File: src/rtl/core/assert_macros.svh
// Assertion macros shared by the scanner RTL.
`ifndef ASSERT_MACROS_SVH
`define ASSERT_MACROS_SVH

// Property checked at every clock edge outside reset.
`define ASSERT_CLK(label, prop, msg) \
  label: assert property (@(posedge clk_i) disable iff (!rst_ni) (prop)) else $error(msg);

// Condition that must never be true outside reset.
`define ASSERT_NEVER(label, cond, msg) \
  label: assert property (@(posedge clk_i) disable iff (!rst_ni) !(cond)) else $error(msg);

`endif

File: src/rtl/core/sts_pkg.sv
// Types, constants and helper functions for the SQL token scanner.
package sts_pkg;

  // Position counter width and saturation value
  localparam int POS_BITS = 16;
  localparam logic [POS_BITS-1:0] POS_MAX = {POS_BITS{1'b1}};

  // Field widths
  localparam int LEN_BITS = 16;
  localparam logic [LEN_BITS-1:0] LEN_MAX = {LEN_BITS{1'b1}};
  localparam int WORD_CHARS = 6;
  localparam int WORD_BITS = 8 * WORD_CHARS;
  localparam int NUM_KEYWORDS = 12;

  // Result queue
  localparam int FIFO_DEPTH = 4;
  localparam int FIFO_AW = $clog2(FIFO_DEPTH);
  localparam int FIFO_CW = $clog2(FIFO_DEPTH + 1);

  // Character codes
  localparam logic [7:0] CH_QUOTE  = 8'h27;
  localparam logic [7:0] CH_EQ     = 8'h3D;
  localparam logic [7:0] CH_LT     = 8'h3C;
  localparam logic [7:0] CH_GT     = 8'h3E;
  localparam logic [7:0] CH_BANG   = 8'h21;
  localparam logic [7:0] CH_LPAREN = 8'h28;
  localparam logic [7:0] CH_RPAREN = 8'h29;
  localparam logic [7:0] CH_COMMA  = 8'h2C;
  localparam logic [7:0] CH_STAR   = 8'h2A;
  localparam logic [7:0] CH_UNDER  = 8'h5F;
  localparam logic [7:0] CASE_GAP  = 8'h20;

  typedef enum logic [2:0] {
    MODE_IDLE = 3'd0,
    MODE_WORD = 3'd1,
    MODE_NUM  = 3'd2,
    MODE_STR  = 3'd3,
    MODE_OP   = 3'd4
  } scan_mode_e;

  typedef enum logic [2:0] {
    KIND_KEYWORD = 3'd0,
    KIND_IDENT   = 3'd1,
    KIND_NUMBER  = 3'd2,
    KIND_STRING  = 3'd3,
    KIND_OPER    = 3'd4,
    KIND_PUNCT   = 3'd5,
    KIND_WILD    = 3'd6,
    KIND_END     = 3'd7
  } tok_kind_e;

  // One result item
  typedef struct packed {
    tok_kind_e           kind;
    logic [3:0]          kw;
    logic [15:0]         start;
    logic [LEN_BITS-1:0] len;
    logic [7:0]          sym;
    logic                eq;
    logic                ovf;
    logic                last;
  } tok_t;

  // Keywords, upper case, first character in the low byte
  localparam logic [WORD_BITS-1:0] KW_TEXT [NUM_KEYWORDS] = '{
    48'h5443454C4553,  // SELECT
    48'h545245534E49,  // INSERT
    48'h4554454C4544,  // DELETE
    48'h00004D4F5246,  // FROM
    48'h004552454857,  // WHERE
    48'h00004F544E49,  // INTO
    48'h5345554C4156,  // VALUES
    48'h455441455243,  // CREATE
    48'h00454C424154,  // TABLE
    48'h000000544E49,  // INT
    48'h474E49525453,  // STRING
    48'h0000504F5244   // DROP
  };
  localparam logic [2:0] KW_LEN [NUM_KEYWORDS] = '{
    3'd6, 3'd6, 3'd6, 3'd4, 3'd5, 3'd4, 3'd6, 3'd6, 3'd5, 3'd3, 3'd6, 3'd4
  };

  function automatic logic is_alpha(input logic [7:0] c);
    return (c >= 8'h41 && c <= 8'h5A) || (c >= 8'h61 && c <= 8'h7A);
  endfunction

  function automatic logic is_digit(input logic [7:0] c);
    return c >= 8'h30 && c <= 8'h39;
  endfunction

  function automatic logic [LEN_BITS-1:0] sat_inc(input logic [LEN_BITS-1:0] v);
    return (v == LEN_MAX) ? v : v + 1'b1;
  endfunction

  // Place an upper-cased letter at byte lane len, only within the first six
  function automatic logic [WORD_BITS-1:0] add_letter(input logic [WORD_BITS-1:0] w,
                                                      input logic [LEN_BITS-1:0] len,
                                                      input logic [7:0] c);
    logic [WORD_BITS-1:0] r;
    logic [7:0]           u;
    r = w;
    u = (c >= 8'h61 && c <= 8'h7A) ? c - CASE_GAP : c;
    for (int i = 0; i < WORD_CHARS; i++) begin
      if (len == LEN_BITS'(i)) r[8*i +: 8] = r[8*i +: 8] | u;
    end
    return r;
  endfunction

  // Keyword code of an open word, zero when none matches
  function automatic logic [3:0] kw_lookup(input logic [WORD_BITS-1:0] w,
                                           input logic [LEN_BITS-1:0] len);
    logic [3:0] code;
    code = 4'd0;
    for (int k = 0; k < NUM_KEYWORDS; k++) begin
      if (len == LEN_BITS'(KW_LEN[k]) && w == KW_TEXT[k]) code = 4'(k + 1);
    end
    return code;
  endfunction

endpackage

File: src/rtl/core/sql_token_scanner_core.sv
// Streaming SQL lexer core: one character per transfer in, tokens out.
//
// Input channel: in_valid_i / in_stall_o with cmd_i (0 = character, 1 = end of
// input) and ch_i. Output channel: out_valid_o / out_stall_i with one token per
// transfer: kind, keyword code, start offset, length, symbol, with_equals,
// overflowed and last_of_run (set on the final token caused by one input).
// Each input gives zero, one or two tokens.
// An accepted item waits in the input register and is scanned there; once the
// queue has room its tokens are written to the token queue, whose head is offered.
// Throughput: one item per cycle while the queue has room. The output side
// drains one token per cycle, so an item that closes a token and emits another,
// or an end item that flushes an open token, gives two tokens; the four-entry
// queue absorbs these bursts, and the input stalls only when it has room for
// fewer than two tokens. Reset clears the scan state, the position counter
// and the queue; no token is pending afterward. While out_stall_i is high the
// head token holds and items keep entering until the input stalls.
// The end item flushes an open token, emits the end token and returns the
// scanner to idle; the position keeps counting across queries.
`include "assert_macros.svh"

module sql_token_scanner_core (
  input  logic        clk_i,
  input  logic        rst_ni,
  input  logic        in_valid_i,
  output logic        in_stall_o,
  input  logic        cmd_i,
  input  logic [7:0]  ch_i,
  output logic        out_valid_o,
  input  logic        out_stall_i,
  output logic [2:0]  token_kind_o,
  output logic [3:0]  keyword_code_o,
  output logic [15:0] start_offset_o,
  output logic [15:0] token_length_o,
  output logic [7:0]  symbol_char_o,
  output logic        with_equals_o,
  output logic        overflowed_o,
  output logic        last_of_run_o
);

  // Input register
  logic       s1_valid_q, s1_valid_d;
  logic       s1_cmd_q;
  logic [7:0] s1_ch_q;

  // Scan state
  sts_pkg::scan_mode_e                mode_q, mode_d;
  logic [sts_pkg::POS_BITS-1:0]       start_q, start_d;
  logic [sts_pkg::LEN_BITS-1:0]       len_q, len_d;
  logic [sts_pkg::WORD_BITS-1:0]      letters_q, letters_d;
  logic [7:0]                         pend_q, pend_d;
  logic [sts_pkg::POS_BITS-1:0]       pos_q, pos_d;

  // Token queue
  sts_pkg::tok_t                      fifo_q [sts_pkg::FIFO_DEPTH];
  logic [sts_pkg::FIFO_AW-1:0]        wr_ptr_q, rd_ptr_q;
  logic [sts_pkg::FIFO_CW-1:0]        cnt_q;

  logic                               room, advance, in_xfer, pop;
  logic                               close_v, fresh_v, consumed, ovf;
  logic [sts_pkg::POS_BITS-1:0]       p_next;
  sts_pkg::tok_t                      close_tok, fresh_tok, first_tok;
  logic [1:0]                         push_cnt;
  sts_pkg::tok_t                      head;

  assign room       = cnt_q <= sts_pkg::FIFO_CW'(sts_pkg::FIFO_DEPTH - 2);
  assign advance    = s1_valid_q && room;
  assign in_stall_o = s1_valid_q && !room;
  assign in_xfer    = in_valid_i && !in_stall_o;
  assign pop        = out_valid_o && !out_stall_i;
  assign s1_valid_d = in_xfer ? 1'b1 : (advance ? 1'b0 : s1_valid_q);

  // Input register load
  always_ff @(posedge clk_i or negedge rst_ni) begin
    if (!rst_ni) begin
      s1_valid_q <= 1'b0;
    end else begin
      s1_valid_q <= s1_valid_d;
    end
  end

  always_ff @(posedge clk_i) begin
    if (in_xfer) begin
      s1_cmd_q <= cmd_i;
      s1_ch_q  <= ch_i;
    end
  end

  // Token for whatever is open now, with the given overflow flag
  function automatic sts_pkg::tok_t close_rec(input sts_pkg::scan_mode_e m,
                                              input logic [sts_pkg::POS_BITS-1:0] st,
                                              input logic [sts_pkg::LEN_BITS-1:0] ln,
                                              input logic [sts_pkg::WORD_BITS-1:0] w,
                                              input logic [7:0] ps,
                                              input logic of);
    sts_pkg::tok_t t;
    logic [3:0]    kw;
    t       = '0;
    t.start = 16'(st);
    t.len   = ln;
    t.ovf   = of;
    kw      = sts_pkg::kw_lookup(w, ln);
    case (m)
      sts_pkg::MODE_WORD: begin
        t.kind = (kw != 4'd0) ? sts_pkg::KIND_KEYWORD : sts_pkg::KIND_IDENT;
        t.kw   = kw;
      end
      sts_pkg::MODE_NUM: t.kind = sts_pkg::KIND_NUMBER;
      sts_pkg::MODE_STR: t.kind = sts_pkg::KIND_STRING;
      sts_pkg::MODE_OP: begin
        t.kind = sts_pkg::KIND_OPER;
        t.len  = sts_pkg::LEN_BITS'(1);
        t.sym  = ps;
      end
      default: t.kind = sts_pkg::KIND_END;
    endcase
    return t;
  endfunction

  // Scan one item: next state and up to two tokens
  always_comb begin
    mode_d    = mode_q;
    start_d   = start_q;
    len_d     = len_q;
    letters_d = letters_q;
    pend_d    = pend_q;
    pos_d     = pos_q;
    close_v   = 1'b0;
    fresh_v   = 1'b0;
    consumed  = 1'b0;
    fresh_tok = '0;
    ovf       = (pos_q == sts_pkg::POS_MAX);
    p_next    = ovf ? pos_q : pos_q + 1'b1;
    close_tok = close_rec(mode_q, start_q, len_q, letters_q, pend_q, ovf);

    if (s1_cmd_q) begin
      // End of input: flush, then the end token
      close_tok       = close_rec(mode_q, start_q, len_q, letters_q, pend_q, 1'b0);
      close_v         = (mode_q == sts_pkg::MODE_WORD) || (mode_q == sts_pkg::MODE_NUM) ||
                        (mode_q == sts_pkg::MODE_STR) || (mode_q == sts_pkg::MODE_OP);
      fresh_v         = 1'b1;
      fresh_tok.kind  = sts_pkg::KIND_END;
      fresh_tok.start = 16'(pos_q);
      mode_d          = sts_pkg::MODE_IDLE;
      len_d           = '0;
      letters_d       = '0;
      pend_d          = '0;
    end else begin
      pos_d = p_next;
      // Continue or close the open token
      case (mode_q)
        sts_pkg::MODE_STR: begin
          consumed = 1'b1;
          if (s1_ch_q == sts_pkg::CH_QUOTE) begin
            close_v = 1'b1;
          end else begin
            len_d = sts_pkg::sat_inc(len_q);
          end
        end
        sts_pkg::MODE_OP: begin
          if (s1_ch_q == sts_pkg::CH_EQ) begin
            consumed      = 1'b1;
            close_v       = 1'b1;
            close_tok.len = sts_pkg::LEN_BITS'(2);
            close_tok.eq  = 1'b1;
          end else begin
            close_v = 1'b1;
          end
        end
        sts_pkg::MODE_WORD: begin
          if (sts_pkg::is_alpha(s1_ch_q) || sts_pkg::is_digit(s1_ch_q) ||
              s1_ch_q == sts_pkg::CH_UNDER) begin
            consumed  = 1'b1;
            letters_d = sts_pkg::add_letter(letters_q, len_q, s1_ch_q);
            len_d     = sts_pkg::sat_inc(len_q);
          end else begin
            close_v = 1'b1;
          end
        end
        sts_pkg::MODE_NUM: begin
          if (sts_pkg::is_digit(s1_ch_q)) begin
            consumed = 1'b1;
            len_d    = sts_pkg::sat_inc(len_q);
          end else begin
            close_v = 1'b1;
          end
        end
        default: mode_d = sts_pkg::MODE_IDLE;
      endcase

      if (close_v) begin
        mode_d    = sts_pkg::MODE_IDLE;
        len_d     = '0;
        letters_d = '0;
        pend_d    = '0;
      end

      // Start a new token from the current character
      if (!consumed) begin
        fresh_tok.start = 16'(pos_q);
        fresh_tok.len   = sts_pkg::LEN_BITS'(1);
        fresh_tok.sym   = s1_ch_q;
        fresh_tok.ovf   = ovf;
        if (sts_pkg::is_alpha(s1_ch_q)) begin
          mode_d    = sts_pkg::MODE_WORD;
          start_d   = pos_q;
          letters_d = sts_pkg::add_letter('0, '0, s1_ch_q);
          len_d     = sts_pkg::LEN_BITS'(1);
        end else if (sts_pkg::is_digit(s1_ch_q)) begin
          mode_d  = sts_pkg::MODE_NUM;
          start_d = pos_q;
          len_d   = sts_pkg::LEN_BITS'(1);
        end else if (s1_ch_q == sts_pkg::CH_QUOTE) begin
          mode_d  = sts_pkg::MODE_STR;
          start_d = p_next;
          len_d   = '0;
        end else if (s1_ch_q == sts_pkg::CH_EQ || s1_ch_q == sts_pkg::CH_LT ||
                     s1_ch_q == sts_pkg::CH_GT || s1_ch_q == sts_pkg::CH_BANG) begin
          mode_d  = sts_pkg::MODE_OP;
          start_d = pos_q;
          pend_d  = s1_ch_q;
        end else if (s1_ch_q == sts_pkg::CH_LPAREN || s1_ch_q == sts_pkg::CH_RPAREN ||
                     s1_ch_q == sts_pkg::CH_COMMA) begin
          fresh_v        = 1'b1;
          fresh_tok.kind = sts_pkg::KIND_PUNCT;
        end else if (s1_ch_q == sts_pkg::CH_STAR) begin
          fresh_v        = 1'b1;
          fresh_tok.kind = sts_pkg::KIND_WILD;
        end
      end
    end

    // Last-of-run goes on the final token of this item
    fresh_tok.last = 1'b1;
    close_tok.last = !fresh_v;
  end

  assign push_cnt  = advance ? ({1'b0, close_v} + {1'b0, fresh_v}) : 2'd0;
  assign first_tok = close_v ? close_tok : fresh_tok;

  // Scan state registers
  always_ff @(posedge clk_i or negedge rst_ni) begin
    if (!rst_ni) begin
      mode_q    <= sts_pkg::MODE_IDLE;
      start_q   <= '0;
      len_q     <= '0;
      letters_q <= '0;
      pend_q    <= '0;
      pos_q     <= '0;
    end else if (advance) begin
      mode_q    <= mode_d;
      start_q   <= start_d;
      len_q     <= len_d;
      letters_q <= letters_d;
      pend_q    <= pend_d;
      pos_q     <= pos_d;
    end
  end

  // Token queue pointers and count
  always_ff @(posedge clk_i or negedge rst_ni) begin
    if (!rst_ni) begin
      wr_ptr_q <= '0;
      rd_ptr_q <= '0;
      cnt_q    <= '0;
    end else begin
      wr_ptr_q <= wr_ptr_q + sts_pkg::FIFO_AW'(push_cnt);
      rd_ptr_q <= rd_ptr_q + sts_pkg::FIFO_AW'(pop);
      cnt_q    <= cnt_q + sts_pkg::FIFO_CW'(push_cnt) - sts_pkg::FIFO_CW'(pop);
    end
  end

  // Token queue storage
  always_ff @(posedge clk_i) begin
    if (push_cnt != 2'd0) begin
      fifo_q[wr_ptr_q] <= first_tok;
    end
    if (push_cnt == 2'd2) begin
      fifo_q[wr_ptr_q + 1'b1] <= fresh_tok;
    end
  end

  // Output port mapping
  assign head           = fifo_q[rd_ptr_q];
  assign out_valid_o    = cnt_q != '0;
  assign token_kind_o   = head.kind;
  assign keyword_code_o = head.kw;
  assign start_offset_o = head.start;
  assign token_length_o = head.len;
  assign symbol_char_o  = head.sym;
  assign with_equals_o  = head.eq;
  assign overflowed_o   = head.ovf;
  assign last_of_run_o  = head.last;

  // Checks
  `ASSERT_NEVER(a_fifo_over, cnt_q > sts_pkg::FIFO_CW'(sts_pkg::FIFO_DEPTH), "token queue overrun")
  `ASSERT_CLK(a_end_emits, (advance && s1_cmd_q) |-> (push_cnt != 2'd0), "end item emitted nothing")
  `ASSERT_CLK(a_end_idle, (advance && s1_cmd_q) |=> (mode_q == sts_pkg::MODE_IDLE), "not idle after end")
  `ASSERT_CLK(a_pos_mono, (advance && !s1_cmd_q) |=> (pos_q >= $past(pos_q)), "position went back")

endmodule

File: config.mk
export PLATFORM = sky130hd
export DESIGN_NAME = sql_token_scanner_core
export DESIGN_NICKNAME = d
export VERILOG_FILES = /design/src/rtl/core/sts_pkg.sv /design/src/rtl/core/sql_token_scanner_core.sv
export VERILOG_INCLUDE_DIRS = /design/src /design/src/rtl/core
export SDC_FILE = /design/constraint.sdc
export NUM_CORES = 1
export LEC_CHECK = 0
export BUFFER_PORTS_ARGS = -buffer_cell sky130_fd_sc_hd__clkbuf_2
export CORE_MARGIN = 5
export CORE_UTILIZATION = 50
export DETAILED_ROUTE_END_ITERATION = 12
export PLACE_DENSITY = 0.75
export SYNTH_ARGS = -nofsm -noshare
export SYNTH_HDL_FRONTEND = slang
export SYNTH_SLANG_ARGS = --single-unit
File: constraint.sdc
create_clock -name clk_i -period 5.25 [get_ports clk_i]
set_input_delay 0.2625 -clock clk_i [delete_from_list [all_inputs] [get_ports clk_i]]
set_output_delay 0.2625 -clock clk_i [all_outputs]
set_load 0.05 [all_outputs]
==> flow_metrics.env, run 1 <==
export IMPL_critPathSlowestCell="edfxtp_1"
export IMPL_insertion_delay_ps=520
export IMPL_ff_latch_area_sq_um=8320
export IMPL_wl_per_cell_um=23.2
export IMPL_critPathTopFamily="compound AO/OA/AOI/OAI gates"
export IMPL_hpwl_mm=30.6
export IMPL_setup_viol=0
export IMPL_synth_seq_area_share=0.512
export IMPL_vias=12700
export IMPL_synthArstFlopShare=0.355
export IMPL_r2r_slack_ps=740
export IMPL_dp_slack_ps=849
export IMPL_ant_nets=0
export IMPL_worst_pin_slew_ps=1200
export IMPL_fp_dieH_um=190
export IMPL_final_common_cell="edfxtp_1"
export IMPL_hold_viol_final=0
export IMPL_synthCells=1435
export IMPL_path_buf_inv=3
export IMPL_grt_pass1_wl_mm=71.7
export IMPL_status="completed"
export IMPL_power_leakage_nw=6.66
export IMPL_post_cts_resized=0
export IMPL_ys_types=92
export IMPL_yosysWarnings=0
export IMPL_cts_htree_levels=2
export IMPL_rsz0062_at_grt="no"
export IMPL_mostFrequentLayoutCells="edfxtp_1, nand2_1, dfrtp_1"
export IMPL_setup_tns_ps=0
export IMPL_rows=66
export IMPL_grt_pass1_vias=12300
export IMPL_nFillCells=2674
export IMPL_min_path_type="primary input to flop"
export IMPL_synth_ff_latch_count=324
export IMPL_start_util=0.503
export IMPL_fin_skew_ps=15.0
export IMPL_critPathMaxStageDelay_ps=480
export IMPL_multi_input_area_sq_um=7330
export IMPL_worst_path_max_fanout=20
export IMPL_synth_edf_count=125
export IMPL_wl_mm=45.3
export IMPL_clock_path_buffers=3
export IMPL_slew_viol_final=0
export IMPL_ir_drop_mv=0.297
export IMPL_viasPerCell=6.54
export IMPL_maxCapViolations=0
export IMPL_cts_buffers=35
export IMPL_cp_cell_sequence="inv_1, ha_1, nor3b_1, o221ai_2, a211o_1, a311o_1, nand2_2, inv_1, ha_1, o211ai_1, nor2_1, nor2_1, buf_4, a31oi_1, a32oi_1, o31ai_1"
export IMPL_worstSetupEndpointType="flop"
export IMPL_layout_drive_gt1_share=0.176
export IMPL_yosysTopAreaCellShare=0.231
export IMPL_slew_headroom=0.191
export IMPL_synthTopCellsByArea="edfxtp_1, dfrtp_1, dfxtp_1"
export IMPL_max_freq_mhz=222
export IMPL_whs_ps=234
export IMPL_avgSynthCellArea_sq_um=11.3
export IMPL_drtIter0Drc=1527
export IMPL_arrival_ps=4770
export IMPL_final_nets=1510
export IMPL_grt_max_degree=66
export IMPL_fin_crit_ps=4510
export IMPL_root_buffer="clkbuf_16"
export IMPL_drc=0
export IMPL_io_buffers=64
export IMPL_synth_ff_type="edfxtp_1"
export IMPL_diodes=0
export IMPL_ioPinCount=65
export IMPL_gp_congestion=0.972
export IMPL_die_w_um=190
export IMPL_p_per_area_nw_per_um2=477
export IMPL_fin_util=0.565
export IMPL_synth_fp_nets=1463
export IMPL_path_class="flop to flop"
export IMPL_drt_pass1_iterations=5
export IMPL_grt_ovfl_total=0
export IMPL_required_ps=5500
export IMPL_grt_usage=0.247
export IMPL_post_cts_setup_buffer_count=0
export IMPL_clk_pin_slew_ps=60
export IMPL_cts_tree="done"
export IMPL_cts_num_sinks=324
export IMPL_antenna_found_initial=0
export IMPL_die_area_sq_um=36200
export IMPL_start_kind="flop"
export IMPL_period_share=0.860
export IMPL_fp_coreArea_sq_um=32300
export IMPL_syn_to_final_growth_pct=12.2
export IMPL_finalWorstSetupSlack_ps=737
export IMPL_synth_top_area_cell="edfxtp_1"
export IMPL_syn_area_sq_um=16300
-- path summary, 6_finish.rpt --
| kind | from | end | cells past startpoint |
|---|---|---|---|
| max in group asynchronous | rst_ni | rd_ptr_q[0] | 3 |
| worst min register to register | fifo_q[0][44] | fifo_q[0][44] | 2 |
| worst min-delay path | out_stall_i | rd_ptr_q[0] | 3 |
| worst max-delay path | s1_ch_q[6] | fifo_q[1][47] | 16 |
| min in group asynchronous | rst_ni | letters_q[11] | 2 |
| worst max register to register | s1_ch_q[6] | fifo_q[1][47] | 16 |
-- per-layer routing --
layer	track usage	routed length, um
met3	0.0394	3750
met4	0.0633	1100
met5	0	0
met2	0.387	20800
met1	0.362	19600
-- timing repair --
action,CTS,global route
setup endpoints to repair,0,0
endpoints found under the hold margin,74,0
hold buffers,11,0
-- stage by stage --
step,cell area [sq um],instances,power (mW)
finish,18200,1947,8.70
global route,18200,1947,9.06
CTS,18200,1947,8.72
detailed placement,17000,1876,6.21
global placement,17000,1876,6.17
floorplan,16300,1435,5.37
-- synth_stat cells, drive strengths merged, types with 37 or more instances --
cell type	count
nor3	41
edfxtp	125
buf	37
dfrtp	115
nor2	81
o22ai	45
clkbuf	72
nand3	44
dfxtp	84
o21ai	50
nand2	122
a22o	98
mux4	50
o2bb2ai	65
-- sequential cells by signal, indices dropped and copies added, names as in the netlist, 3 cells and up --
name	count
letters_q	48
fifo_q	200
start_q	16
cnt_q	3
len_q	16
pos_q	16
mode_q	3
pend_q	8
s1_ch_q	8
-- power breakdown --
group | total, mW | internal [mW] | switching, mW | leakage (nW)
Combinational | 2.82 | 0.858 | 1.96 | 2.70
Sequential | 3.38 | 2.94 | 0.434 | 3.40
Clock | 2.50 | 1.49 | 1.01 | 0.572
-- area by class of cell --
cell class,count,share of cell area
Sequential cell,324,0.456
Inverter,29,0.00597
Multi-Input combinational cell,973,0.402
Clock inverter,12,0.00871
Tap cell,442,0.0303
Timing Repair Buffer,119,0.0419
Clock buffer,48,0.0552
-- worst reg2reg max path, delay by kind of cell (launching register included) --
family,cells,cell delay [ps]
buf+inv,3,490
simple gates,4,840
compound gates,7,1910
flops,1,480
fa+ha+maj,2,530
-- logic make-up after synthesis --
kind of cell | count (synthesis) | synth area share
DFF | 324 | 0.512
muxes | 62 | 0.0775
xor gates and xnor gates | 25 | 0.0135
and+or+nand+nor | 481 | 0.162
adders and majority gates | 15 | 0.0120
AOI/OAI and AO/OA | 390 | 0.185
buffers and inverters | 138 | 0.0379
No activity file was read; power rests on OpenSTA's default activity.
==> run 2: changes to the inputs <==
CORE_ASPECT_RATIO = 1.75   (was default)
CTS_BUF_LIST = sky130_fd_sc_hd__clkbuf_4 sky130_fd_sc_hd__clkbuf_8   (was default)
RECOVER_POWER = 100   (was default)
==> flow_metrics.env, run 2 (synthesized netlist as in run 1, its figures left out) <==
export IMPL_setup_tns_ps=0
export IMPL_fp_dieH_um=248
export IMPL_worstSetupEndpointType="flop"
export IMPL_rows=87
export IMPL_clock_path_buffers=3
export IMPL_wl_mm=47.4
export IMPL_root_buffer="clkbuf_8"
export IMPL_grt_max_degree=66
export IMPL_required_ps=5560
export IMPL_power_leakage_nw=6.40
export IMPL_dp_slack_ps=527
export IMPL_ir_drop_mv=0.325
export IMPL_grt_usage=0.258
export IMPL_maxCapViolations=5
export IMPL_worst_pin_slew_ps=2810
export IMPL_cts_num_sinks=324
export IMPL_final_common_cell="edfxtp_1"
export IMPL_io_buffers=64
export IMPL_critPathSlowestCell="or2_1"
export IMPL_status="finished, violations left"
export IMPL_critPathMaxStageDelay_ps=830
export IMPL_fp_coreArea_sq_um=32200
export IMPL_wl_per_cell_um=24.6
export IMPL_setup_viol=0
export IMPL_hpwl_mm=34.3
export IMPL_cts_htree_levels=2
export IMPL_finalWorstSetupSlack_ps=376
export IMPL_viasPerCell=6.63
export IMPL_slew_headroom=-0.871
export IMPL_grt_pass1_wl_mm=74.5
export IMPL_layout_drive_gt1_share=0.149
export IMPL_top_register="fifo_q"
export IMPL_fin_skew_ps=29.5
export IMPL_arrival_ps=5190
export IMPL_start_util=0.504
export IMPL_drtIter0Drc=1208
export IMPL_post_cts_setup_buffer_count=0
export IMPL_vias=12800
export IMPL_antenna_found_initial=1
export IMPL_slew_viol_final=214
export IMPL_insertion_delay_ps=590
export IMPL_grt_ovfl_total=0
export IMPL_cts_buffers=45
export IMPL_mostFrequentLayoutCells="edfxtp_1, nand2_1, dfrtp_1"
export IMPL_max_freq_mhz=205
export IMPL_gp_congestion=0.947
export IMPL_clk_pin_slew_ps=70
export IMPL_post_cts_resized=0
export IMPL_start_kind="flop"
export IMPL_syn_to_final_growth_pct=9.71
export IMPL_drt_pass1_iterations=5
export IMPL_cts_tree="done"
export IMPL_rsz0062_at_grt="no"
export IMPL_reg_largest_list="fifo_q x200, letters_q x48"
export IMPL_worst_r2r_path_depth=11
export IMPL_p_per_area_nw_per_um2=461
export IMPL_hold_viol_final=0
export IMPL_final_nets=1521
export IMPL_hold_depth=3
export IMPL_ant_nets=0
export IMPL_path_class="flop to flop"
export IMPL_grt_pass1_vias=13300
export IMPL_largest_reg_flops=200
export IMPL_min_path_type="primary input to flop"
export IMPL_ioPinCount=65
export IMPL_worst_path_max_fanout=20
export IMPL_drc=0
export IMPL_die_area_sq_um=36400
export IMPL_cp_cell_sequence="nor3b_1, o221a_1, o21ai_0, a31oi_1, inv_1, ha_1, o211ai_1, or2_1, nor2_2, buf_4, o2bb2ai_1"
export IMPL_die_w_um=146
export IMPL_period_share=0.928
export IMPL_fin_crit_ps=4870
export IMPL_violations="max-capacitance violations, max-slew violations"
run 2: cell types whose count changed in the layout (fill, tap and decap cells not counted), moves of 18 or more:
cell       delta
buf_4        -18
clkbuf_4     +22
clkbuf_1     +52
clkbuf_2     -43
clkbuf_8     +47
clkbuf_16    -37
run 2: power breakdown:
group / switching, mW / leakage, nW / internal, mW
clock: 0.959 / 0.511 / 1.13
sequential: 0.409 / 3.40 / 2.94
combinational: 1.98 / 2.49 / 0.805
run 2: worst max-delay path, delay by kind of cell, from the launching register on:
kind / cells / cell delay (ps)
flops: 1 / 730
simple gates: 3 / 1270
buf+inv: 2 / 400
compound gates: 5 / 1730
fa+ha+maj: 1 / 430
run 2: worst paths after layout:
check / slack, ps / start / to
worst max-delay path: 380 / s1_ch_q[4] / fifo_q[2][41]
worst min-delay path: 120 / out_stall_i / rd_ptr_q[0]
worst max register to register: 380 / s1_ch_q[4] / fifo_q[2][41]
worst min register to register: 460 / fifo_q[2][45] / fifo_q[2][45]
max in group asynchronous: 1160 / rst_ni / rd_ptr_q[1]
min in group asynchronous: 1100 / rst_ni / s1_valid_q
run 2: area by class of cell:
type | count | area, sq um
diodes | 1 | 2.50
repair buffers | 120 | 654
inverters | 29 | 109
multi-input cells | 973 | 7290
clock inverters | 11 | 109
flip-flops and latches | 324 | 8310
well taps | 400 | 500
fillers | 2801 | 14400
clock buffers | 71 | 852
run 2: what timing repair did:
item | in CTS | in global routing
setup endpoints to repair | 0 | 0
hold buffers | 11 | 0
hold endpoints to repair | 60 | 0
run 2: metrics by stage:
stage,power [mW],cell area [sq um],hold slack [ps],std cells,utilization
final,8.23,17800,116,1929,0.553
after global routing,8.56,17800,142,1929,0.553
after CTS,8.32,18000,98.9,1928,0.559
after detailed placement,6.24,16900,330,1835,0.526
after global placement,6.18,16900,324,1835,0.526
after floorplan,5.37,16300,-33.1,1435,-
run 2: per-layer routing:
layer,GRT usage,vias up,share of wire
met5,0,-,0
met4,0.162,0,0.071
met3,0.0337,207,0.048
met2,0.483,531,0.54
met1,0.267,6315,0.34
li1,-,5736,-
==> run 3: changes to the inputs <==
ABC_AREA = 1   (was default)
==> flow_metrics.env, run 3 <==
export IMPL_wl_mm=52.0
export IMPL_period_share=0.874
export IMPL_synthCells=2289
export IMPL_drt_pass1_iterations=5
export IMPL_synth_top_area_cell="edfxtp_1"
export IMPL_place_area_sq_um=17900
export IMPL_power_total_mw=10.6
export IMPL_maxCapViolations=3
export IMPL_hpwl_mm=36.5
export IMPL_fp_dieH_um=256
export IMPL_synthTopCellsByArea="edfxtp_1, dfrtp_1, nand2_1"
export IMPL_die_w_um=151
export IMPL_path_class="flop to flop"
export IMPL_post_cts_setup_buffer_count=0
export IMPL_fp_coreArea_sq_um=34300
export IMPL_hold_path_end="rd_ptr_q[0]"
export IMPL_worstSetupEndpointType="flop"
export IMPL_ant_nets=0
export IMPL_grt_ovfl_total=0
export IMPL_hold_depth=3
export IMPL_start_kind="flop"
export IMPL_min_delay_start="out_stall_i"
export IMPL_power_leakage_nw=7.63
export IMPL_synth_fp_nets=2317
export IMPL_setup_tns_ps=0
export IMPL_slew_headroom=-1.59
export IMPL_grt_pass1_vias=15700
export IMPL_top_register="fifo_q"
export IMPL_cts_num_sinks=324
export IMPL_worst_pin_slew_ps=3880
export IMPL_ys_types=52
export IMPL_antenna_found_initial=0
export IMPL_p_per_area_nw_per_um2=559
export IMPL_critPathSlowestCell="clkbuf_2"
export IMPL_drc=0
export IMPL_violations="max-capacitance violations, max-slew violations"
export IMPL_fin_crit_ps=4590
export IMPL_drtIter0Drc=1379
export IMPL_insertion_delay_ps=600
export IMPL_mostFrequentLayoutCells="nand2_1, o21ai_0, nor2_1"
export IMPL_yosysTopAreaCellShare=0.217
export IMPL_rows=90
export IMPL_use_met3=0.0316
export IMPL_syn_area_sq_um=17300
export IMPL_grt_most_used_layer="met2"
export IMPL_reg2reg_from="s1_ch_q[2]"
export IMPL_max_freq_mhz=218
export IMPL_slew_viol_final=209
export IMPL_ys_top_cells_by_count="nand2_1, o21ai_0, nor2_1"
export IMPL_wl_per_cell_um=18.4
export IMPL_worst_path_max_fanout=30
export IMPL_largest_reg_flops=200
export IMPL_dp_cells=2722
export IMPL_fin_cells=2822
export IMPL_clk_pin_slew_ps=70
export IMPL_arrival_ps=4790
export IMPL_final_common_cell="nand2_1"
export IMPL_synth_ff_latch_count=324
export IMPL_grt_usage=0.267
export IMPL_syn_to_final_growth_pct=9.03
export IMPL_yosysMostFrequentCell="nand2_1"
export IMPL_met1_usage=0.304
export IMPL_start_util=0.504
export IMPL_ioPinCount=65
export IMPL_layout_drive_gt1_share=0.0703
export IMPL_min_path_type="primary input to flop"
export IMPL_ir_drop_mv=0.477
export IMPL_fin_util=0.550
export IMPL_synth_seq_area_share=0.480
export IMPL_final_area_sq_um=18900
export IMPL_rsz0062_at_grt="no"
export IMPL_avgSynthCellArea_sq_um=7.56
export IMPL_cts_htree_levels=2
export IMPL_yosysWarnings=0
export IMPL_synth_edf_count=125
export IMPL_final_nets=2350
export IMPL_io_buffers=64
export IMPL_cts_tree="done"
export IMPL_grt_use_met2=0.473
export IMPL_fin_skew_ps=25.7
export IMPL_setup_viol=0
export IMPL_r2r_end="fifo_q[0][39]"
export IMPL_cp_common_cell="nand2_1"
export IMPL_gp_congestion=0.999
export IMPL_reg_largest_list="fifo_q x200, letters_q x48"
export IMPL_critPathMaxStageDelay_ps=770
export IMPL_r2r_slack_ps=660
export IMPL_synth_ff_type="edfxtp_1"
export IMPL_grt_max_degree=101
export IMPL_synthArstFlopShare=0.355
export IMPL_status="finished, violations left"
export IMPL_root_buffer="clkbuf_8"
export IMPL_cp_cell_sequence="nor3_1, nand4_1, nand2_1, inv_1, nand3_1, nand2_4, nand3_4, nand2_4, nand2_1, nand2_1, ha_1, inv_1, nor2_1, nor2_2, clkinv_1, nand2_1, buf_4, nand2_1, clkbuf_2"
export IMPL_viasPerCell=5.73
export IMPL_cts_buffers=47
export IMPL_required_ps=5450
export IMPL_worst_r2r_path_depth=19
export IMPL_hold_viol_final=0
export IMPL_clock_path_buffers=3
export IMPL_vias=16200
export IMPL_die_area_sq_um=38600
export IMPL_grt_pass1_wl_mm=82.2
[run 3: metrics by stage]
| step | worst slack (ps) | hold slack (ps) |
|---|---|---|
| CTS | 922 | 122 |
| floorplan | 1360 | -33.1 |
| global placement | 1160 | 432 |
| detailed placement | 989 | 442 |
| global route | 315 | 148 |
| finish | 659 | 157 |
[run 3: worst max-delay path by stage]
stage,start,to,slack (ps),cells past startpoint
6_report,s1_ch_q[2],fifo_q[0][39],660,19
5_1_grt,rst_ni,rd_ptr_q[0],320,2
4_1_cts,s1_ch_q[1],fifo_q[3][2],920,23
3_5_place_dp,s1_ch_q[1],fifo_q[3][12],990,23
3_3_place_gp,s1_ch_q[5],fifo_q[3][16],1160,22
2_1_floorplan,s1_ch_q[5],fifo_q[3][17],1360,23
[run 3: cells by family after synthesis]
family	count (synthesis)	share of synthesized area
compound gates	498	0.157
flops	324	0.480
buf+inv	302	0.0703
simple gates	1134	0.273
xor+xnor	16	0.00809
fa+ha+maj	15	0.0113
[run 3: what timing repair did]
action / 4_1_cts / 5_1_grt
gates resized for setup: 0 / 0
hold buffers: 11 / 0
hold endpoints to repair: 75 / 0
[run 3: area by class of cell]
class,count,area [sq um]
tap,460,576
timing repair buffer,100,547
fill,3251,15500
multi-input combinational,1663,7740
antenna,1,2.50
inverter,186,701
sequential,324,8310
clock inverter,15,83.8
clock buffer,73,917
[run 3: critical path: cells and delay by family, from the launching register on]
family        cells  cell delay [ps]
simple gates     13             2070
buf+inv           5             1210
flops             1              570
fa+ha+maj         1              320
[run 3: metal layers]
metal / vias up / share of wire
li1: 7686 / -
met1: 7571 / 0.37
met2: 743 / 0.51
met3: 184 / 0.060
met4: 0 / 0.064
met5: - / 0
[run 3: power by group]
group	switching (mW)	leakage, nW	internal (mW)
clock network	1.01	0.541	1.12
registers	0.251	3.35	3.19
logic	3.98	3.73	1.00
